[config.mk]
export PLATFORM = sky130hd
export DESIGN_NAME = pfa_csr
export DESIGN_NICKNAME = d
export VERILOG_FILES = /design/src/pfa_pkg.sv /design/src/pfa_csr.sv
export SDC_FILE = /design/constraint.sdc
export NUM_CORES = 1
export LEC_CHECK = 0
export BUFFER_PORTS_ARGS = -buffer_cell sky130_fd_sc_hd__buf_2
export CAP_MARGIN = 20
export CELL_PAD_IN_SITES_DETAIL_PLACEMENT = 1
export CELL_PAD_IN_SITES_GLOBAL_PLACEMENT = 2
export CORE_UTILIZATION = 23
export CTS_CLUSTER_SIZE = 25
export DETAILED_ROUTE_END_ITERATION = 10
export PLACE_DENSITY = 0.83
export SLEW_MARGIN = 40
export SYNTH_ARGS = -nofsm -noshare
export SYNTH_HDL_FRONTEND = slang
export SYNTH_SLANG_ARGS = --single-unit
[constraint.sdc]
create_clock -name clock -period 1.3 [get_ports clock]
set_clock_uncertainty 0.1 [all_clocks]
set_input_delay 0.195 -clock clock [delete_from_list [all_inputs] [get_ports clock]]
set_output_delay 0.195 -clock clock [all_outputs]
set_load 0.02 [all_outputs]
[src/pfa_pkg.sv]
// shared types, constants and codes for the page frame allocator
// no dependencies; the design files refer to it by scoped names, the testbench imports it
`default_nettype none

package pfa_pkg;

   localparam int NUM_PAGES  = 32768;
   localparam int COUNT_W    = 8;
   localparam int PAGE_SHIFT = 12;
   localparam int ADDR_W     = 27;
   localparam int KIND_W     = 3;
   localparam int STATUS_W   = 3;
   localparam int REFCNT_W   = 8;
   localparam int PAGE_W     = $clog2(NUM_PAGES);
   localparam int DEPTH_W    = $clog2(NUM_PAGES + 1);
   localparam int APAGE_W    = ADDR_W - PAGE_SHIFT;
   localparam int CSR_AW     = 3;
   localparam int CSR_DW     = 32;
   localparam int LOW_W      = 15;
   localparam int HIGH_W     = 16;

   localparam logic [COUNT_W-1:0] COUNT_MAX = {COUNT_W{1'b1}};
   localparam logic [PAGE_W-1:0]  PAGE_LAST = PAGE_W'(NUM_PAGES - 1);

   localparam logic [KIND_W-1:0] KIND_ALLOC  = 3'd0;
   localparam logic [KIND_W-1:0] KIND_FREE   = 3'd1;
   localparam logic [KIND_W-1:0] KIND_INC    = 3'd2;
   localparam logic [KIND_W-1:0] KIND_DEC    = 3'd3;
   localparam logic [KIND_W-1:0] KIND_QUERY  = 3'd4;
   localparam logic [KIND_W-1:0] KIND_DONATE = 3'd5;

   localparam logic [STATUS_W-1:0] STAT_OK    = 3'd0;
   localparam logic [STATUS_W-1:0] STAT_OOM   = 3'd1;
   localparam logic [STATUS_W-1:0] STAT_BAD   = 3'd2;
   localparam logic [STATUS_W-1:0] STAT_UNDER = 3'd3;
   localparam logic [STATUS_W-1:0] STAT_OVER  = 3'd4;

   localparam logic CSR_LOW_PAGE  = 1'b0;
   localparam logic CSR_HIGH_PAGE = 1'b1;

   typedef enum logic [1:0] {
      S_CLEAR,
      S_IDLE,
      S_EXEC
   } state_type;

   typedef struct packed {
      logic [KIND_W-1:0] kind;
      logic [ADDR_W-1:0] address;
   } req_type;

   typedef struct packed {
      logic [ADDR_W-1:0]   page_address;
      logic [STATUS_W-1:0] status;
      logic [REFCNT_W-1:0] ref_count;
      logic                page_released;
   } rsp_type;

   typedef struct packed {
      logic              en;
      logic [PAGE_W-1:0] addr;
      logic [COUNT_W-1:0] data;
   } cnt_wr_type;

   typedef struct packed {
      logic              en;
      logic [PAGE_W-1:0] addr;
      logic [PAGE_W-1:0] data;
   } stk_wr_type;

endpackage

`default_nettype wire

[src/pfa_csr.sv]
// apb register block holding the managed page window
// depends on pfa_pkg
`default_nettype none

module pfa_csr (
   input  wire logic                      clock,
   input  wire logic                      reset,
   input  wire logic                      csr_psel,
   input  wire logic                      csr_penable,
   input  wire logic                      csr_pwrite,
   input  wire logic [pfa_pkg::CSR_AW-1:0] csr_paddr,
   input  wire logic [pfa_pkg::CSR_DW-1:0] csr_pwdata,
   output logic      [pfa_pkg::CSR_DW-1:0] csr_prdata,
   output logic                           csr_pready,
   output logic      [pfa_pkg::LOW_W-1:0]  low_page,
   output logic      [pfa_pkg::HIGH_W-1:0] high_page
);

   logic [pfa_pkg::LOW_W-1:0]  low_ff;
   logic [pfa_pkg::HIGH_W-1:0] high_ff;
   logic                       wr_en;

   assign csr_pready = 1'b1;
   assign wr_en      = csr_psel && csr_penable && csr_pwrite && csr_pready;

   always_ff @(posedge clock) begin
      if (reset) begin
         low_ff  <= '0;
         high_ff <= pfa_pkg::HIGH_W'(pfa_pkg::NUM_PAGES);
      end else if (wr_en) begin
         case (csr_paddr[2])
            pfa_pkg::CSR_LOW_PAGE:  low_ff  <= csr_pwdata[pfa_pkg::LOW_W-1:0];
            pfa_pkg::CSR_HIGH_PAGE: high_ff <= csr_pwdata[pfa_pkg::HIGH_W-1:0];
            default: ;
         endcase
      end
   end

   always_comb begin
      case (csr_paddr[2])
         pfa_pkg::CSR_LOW_PAGE:  csr_prdata = pfa_pkg::CSR_DW'(low_ff);
         pfa_pkg::CSR_HIGH_PAGE: csr_prdata = pfa_pkg::CSR_DW'(high_ff);
         default:                csr_prdata = '0;
      endcase
   end

   assign low_page  = low_ff;
   assign high_page = high_ff;

endmodule

`default_nettype wire

Yosys cells after proc, flatten, opt, wreduce, memory -nomap -nowiden --
Index checks and enable logic that the tools add are counted.
Word-level totals: register bits 31, bits of input ports 40, word-level logic and storage cells 8
Operators by class: mux-type cells 1, bitwise gates (word level) 1, reduce and logical (&&, ||, !) cells 4
Operators by type and width (number):
- $pmux W32 S2 | 1
- $reduce_and A2 Y1 | 2
- $logic_and A1 B1 Y1 | 2
- $not A1 Y1 | 1

Logic depth before layout (Yosys ltp) --
depth after elaboration 3, mapped depth 4

Worst setup path before layout --
OpenSTA, ideal clock, no wires.
path type input-to-output, start in csr_paddr[2] in the netlist's numbering, end out csr_prdata[10] in the netlist's numbering, data arrival time 0.857 ns, slack 0.148 ns, cell stages on the path 3, path buffers 2, cell sequence buf_6 -> buf_4 -> mux2_2
On the way: word-level cells in the longest chain between the ends 2
RTL lines:
- start: declaration | line pfa_csr.sv:11 | input wire logic [pfa_pkg::CSR_AW-1:0] csr_paddr,
- $not A1 Y1 (no line)
- $pmux W32 S2 (*) | line pfa_csr.sv:40 | case (csr_paddr[2])
- end: declaration | line pfa_csr.sv:13 | output logic [pfa_pkg::CSR_DW-1:0] csr_prdata,
Every way passes the cells marked *; elsewhere a longest branch is shown, timed or not. The select of a mux whose other input is x is not followed.

Worst setup path after layout --
start reg low_ff, in the netlist low_page[5], end out csr_prdata[5] in the netlist's numbering
On the way: word-level cells in the longest chain between the ends 1
RTL lines:
- start: declaration | line pfa_csr.sv:19 | logic [pfa_pkg::LOW_W-1:0] low_ff;
- start signal: assignment | line pfa_csr.sv:32 | pfa_pkg::CSR_LOW_PAGE: low_ff <= csr_pwdata[pfa_pkg::LOW_W-1:0];
- $pmux W32 S2 | line pfa_csr.sv:40
Every way passes these cells. The select of a mux whose other input is x is not followed.

==> results_tabular.tex <==
\begin{tabular}{lr}
\hline
Metric & Value \\
\hline
\multicolumn{2}{l}{\textbf{Run status}} \\
\quad Status & complete, but fails checks \\
\quad Failing checks & setup timing \\
\multicolumn{2}{l}{\textbf{Die}} \\
\quad Effective utilization at floorplan & 24.0\% \\
\quad Core Box Area & 0.00683 mm\^{}2 \\
\quad Width of the chip & 86.4 um \\
\quad Vertical die dimension & 86.4 um \\
\quad Die ar. & 0.00747 mm\^{}2 \\
\quad Number of rows created at floorplan & 30 \\
\quad Top-Level Pins & 104 \\
\multicolumn{2}{l}{\textbf{Critical path}} \\
\quad Endpoint kind of the worst setup timing path & output port \\
\quad Critical-path maximum fanout & 3 \\
\quad Setup crit start kind & flop \\
\quad Slowest cell on the critical path & sky130\_fd\_sc\_hd\_\_dfxtp\_2 \\
\quad Arrival time worst endpoint & 1.01 ns \\
\quad Critical path start-end classification & reg2out \\
\quad Stage delay of the slowest cell on the critical path & 0.33 ns \\
\quad Required time of the critical path & 1.00 ns \\
\quad Chain of cells forming the critical path & mux2\_2 > buf\_6 \\
\multicolumn{2}{l}{\textbf{Timing}} \\
\quad Final Slew Violations & 0 \\
\quad Worst Tran Pin Value & 0.605 ns \\
\quad Final clock period utilization by the worst path & 100\% \\
\quad Fin worst setup slack & -0.00263 ns \\
\quad Setup TNS Final & -0.00289 ns \\
\quad Post-route worst hold slack & 0.0933 ns \\
\quad Slew margin rel. & 59.6\% \\
\quad Hold Fails Final Rpt & 0 \\
\quad Post-route minimum period & 1.30 ns \\
\quad Max Clock Freq & 768 MHz \\
\quad Final setup violation count & 2 \\
\quad Setup repair after global routing missed its margin & true \\
\multicolumn{2}{l}{\textbf{Logic synthesis}} \\
\quad Total of flip-flops plus latches after synthesis & 31 \\
\quad Share of the synthesized area in compound gates (AO/OA/AOI/OAI) & 0\% \\
\quad Area share of fa/ha/maj cells after synthesis & 0\% \\
\quad Synth unique cells & 15 \\
\quad Sequential cell area fraction in the yosys report & 37.9\% \\
\quad Post-synth top area share & 37.9\% \\
\quad Dominant combinational cell family by area after synthesis & multiplexers \\
\quad Proportion of synthesized area in mux cells & 29.2\% \\
\quad Mean Syn Cell Area & 10.4 um\^{}2 \\
\quad Combined area of all synthesized cells & 0.00164 mm\^{}2 \\
\quad Largest area contributor in the synthesized netlist & sky130\_fd\_sc\_hd\_\_dfxtp\_1 \\
\quad Cells after Synth & 158 \\
\quad Post-Synth XOR/XNOR Area & 0\% \\
\quad Number of warnings printed during yosys synthesis & 0 \\
\quad Top cells by area in the synthesized netlist & sky130\_fd\_sc\_hd\_\_dfxtp\_1 (38\%), sky130\_fd\_sc\_hd\_\_mux2i\_1 (19\%), sky130\_fd\_sc\_hd\_\_nand2b\_1 (17\%) \\
\quad Fraction of the mapped netlist area in simple logic gates & 20.5\% \\
\multicolumn{2}{l}{\textbf{Layout}} \\
\quad Leading cell types in the layout, fill and taps excluded & sky130\_fd\_sc\_hd\_\_buf\_2 (52), sky130\_fd\_sc\_hd\_\_nand2b\_1 (45), sky130\_fd\_sc\_hd\_\_mux2i\_1 (31), sky130\_fd\_sc\_hd\_\_dfxtp\_2 (29), sky130\_fd\_sc\_hd\_\_buf\_4 (26) \\
\quad Filler instances & 818 \\
\quad Multi-input gate area & 905 um\^{}2 \\
\quad Number of nets in the layout & 291 \\
\quad Most frequent standard cell in the layout excluding fill and tap cells & sky130\_fd\_sc\_hd\_\_buf\_2 \\
\quad Diodes inserted & 0 \\
\quad Layout area overhead & 52.1\% \\
\quad Area occupied by registers & 657 um\^{}2 \\
\quad Fraction of final layout cells with drive strength greater than 1 & 59.5\% \\
\quad Final Instance Count excl. Fillers & 348 \\
\multicolumn{2}{l}{\textbf{Pwr}} \\
\quad Static Leakage & 1.27 nW \\
\quad VDD IR-drop max & 0.000325 V \\
\quad Total power per unit cell area & 871 mW/mm\^{}2 \\
\quad Post-layout total power & 2.17 mW \\
\multicolumn{2}{l}{\textbf{Clock tree}} \\
\quad Clock sink total & 31 \\
\quad CTS HTree Levels & 2 \\
\quad TritonCTS clock tree & yes \\
\quad Clock latency on the worst-skew pair & 0.27 ns \\
\quad Root buf cell & sky130\_fd\_sc\_hd\_\_clkbuf\_8 \\
\quad Cts bufs inserted & 5 \\
\quad Number of buffers on the longest clock path & 2 \\
\quad Clock-pin slew of the registers on the worst-case setup and hold paths & 0.07 ns \\
\multicolumn{2}{l}{\textbf{Min path}} \\
\quad Hold Path Class & in2reg \\
\multicolumn{2}{l}{\textbf{Routing}} \\
\quad Number of detailed-route iterations in the first pass & 4 \\
\quad Residual DRC & 0 \\
\quad Via count & 1390 \\
\quad Initial DRC Count & 11 \\
\quad Detailed Route WL & 4260 um \\
\quad Count of nets left with antenna violations after detail routing & 0 \\
\quad Routed WL per cell & 12.2 um \\
\quad Number of vias per cell after detailed routing & 3.99 \\
\multicolumn{2}{l}{\textbf{Placement}} \\
\quad Pre-CTS setup slack & 0.00991 ns \\
\quad Gpl congestion & 0.635 \\
\quad Number of cells in the design after placement & 315 \\
\quad Sum of net half-perimeters after detailed placement & 2760 um \\
\quad Count of buffers from port buffering & 68 \\
\multicolumn{2}{l}{\textbf{Global routing}} \\
\quad Vias in the first global route & 1390 \\
\quad Antenna violations before repair & 0 \\
\quad Largest net degree at the start of global routing & 48 \\
\quad GRT Total Usage & 11.7\% \\
\quad First-pass GRT wire length & 6670 um \\
\quad Residual overflow from global routing & 0 \\
\multicolumn{2}{l}{\textbf{Flow run}} \\
\quad Max-cap violations & 0 \\
\hline
\end{tabular}
## registers in the layout (all words and copies together), names as in the netlist
register	count
low_page	15
high_page	16
## power breakdown
part	leakage, nW	switching, mW	internal (mW)
registers	0.265	0.0125	0.974
clock network	0.0515	0.346	0.483
logic	0.952	0.193	0.163
total	1.27	0.552	1.62
## stage by stage
| step | area [um^2] | utilization [%] |
|---|---|---|
| 3_3_place_gp | 2050 | 30.0 |
| 5_1_grt | 2490 | 36.5 |
| 2_1_floorplan | 1700 | - |
| 6_report | 2490 | 36.5 |
| 4_1_cts | 2460 | 36.0 |
| 3_5_place_dp | 2050 | 30.0 |
## repair_timing
item                                    in CTS  in global routing
resized for setup                           58                  9
buffers inserted                            24                  1
endpoints found under the setup margin      15                 15
hold buffers                                 0                  0
## per-layer routing
metal  vias to the layer above  share of wire [%]  global-route usage (%)
li1                        674                  -                       -
met1                       658                 40                    12.7
met2                        54                 53                    21.7
met3                         4                6.2                    3.43
met4                         0               0.92                    3.64
met5                         -                  0                       0
## Yosys cell counts
| cell | number |
|---|---|
| sky130_fd_sc_hd__and2_1 | 1 |
| sky130_fd_sc_hd__and4_1 | 1 |
| sky130_fd_sc_hd__and4b_1 | 1 |
| sky130_fd_sc_hd__buf_2 | 1 |
| sky130_fd_sc_hd__buf_4 | 19 |
| sky130_fd_sc_hd__buf_6 | 3 |
| sky130_fd_sc_hd__clkbuf_1 | 4 |
| sky130_fd_sc_hd__conb_1 | 2 |
| sky130_fd_sc_hd__dfxtp_1 | 31 |
| sky130_fd_sc_hd__mux2_2 | 15 |
| sky130_fd_sc_hd__mux2i_1 | 31 |
| sky130_fd_sc_hd__nand2b_1 | 45 |
| sky130_fd_sc_hd__nand4_2 | 1 |
| sky130_fd_sc_hd__nand4b_1 | 1 |
| sky130_fd_sc_hd__nor2_1 | 2 |
## kinds of logic (layout without fill, tap and decap cells)
group	after synthesis	after routing
flops	31	31
buf+inv	27	106
mux	46	46
simple gates	52	52
other cells	2	17
## worst max-delay path, delay by kind of cell (launching register included)
family,cells,cell delay [ns]
flops,1,0.33
mux,1,0.27
buf+inv,1,0.13
## cell type report
type	count	share of cell area, %
multi-input combinational	115	36.3
clock buffer	8	4.01
timing repair buffer	98	28.5
tap	96	4.82
sequential	31	26.3
## path summary, 6_finish.rpt
| path | slack [ns] | end | cells after the start | startpoint |
|---|---|---|---|---|
| worst max-delay path | -0.003 | csr_prdata[5] | 2 | low_page[5]$_SDFFE_PP0P_ |
| worst min register to register | 0.38 | low_page[14]$_SDFFE_PP0P_ | 2 | low_page[14]$_SDFFE_PP0P_ |
| worst max register to register | 0.48 | low_page[0]$_SDFFE_PP0P_ | 3 | low_page[0]$_SDFFE_PP0P_ |
| worst min-delay path | 0.09 | high_page[15]$_SDFFE_PP1P_ | 3 | csr_pwdata[15] |
(Power assumes the default switching activity.)
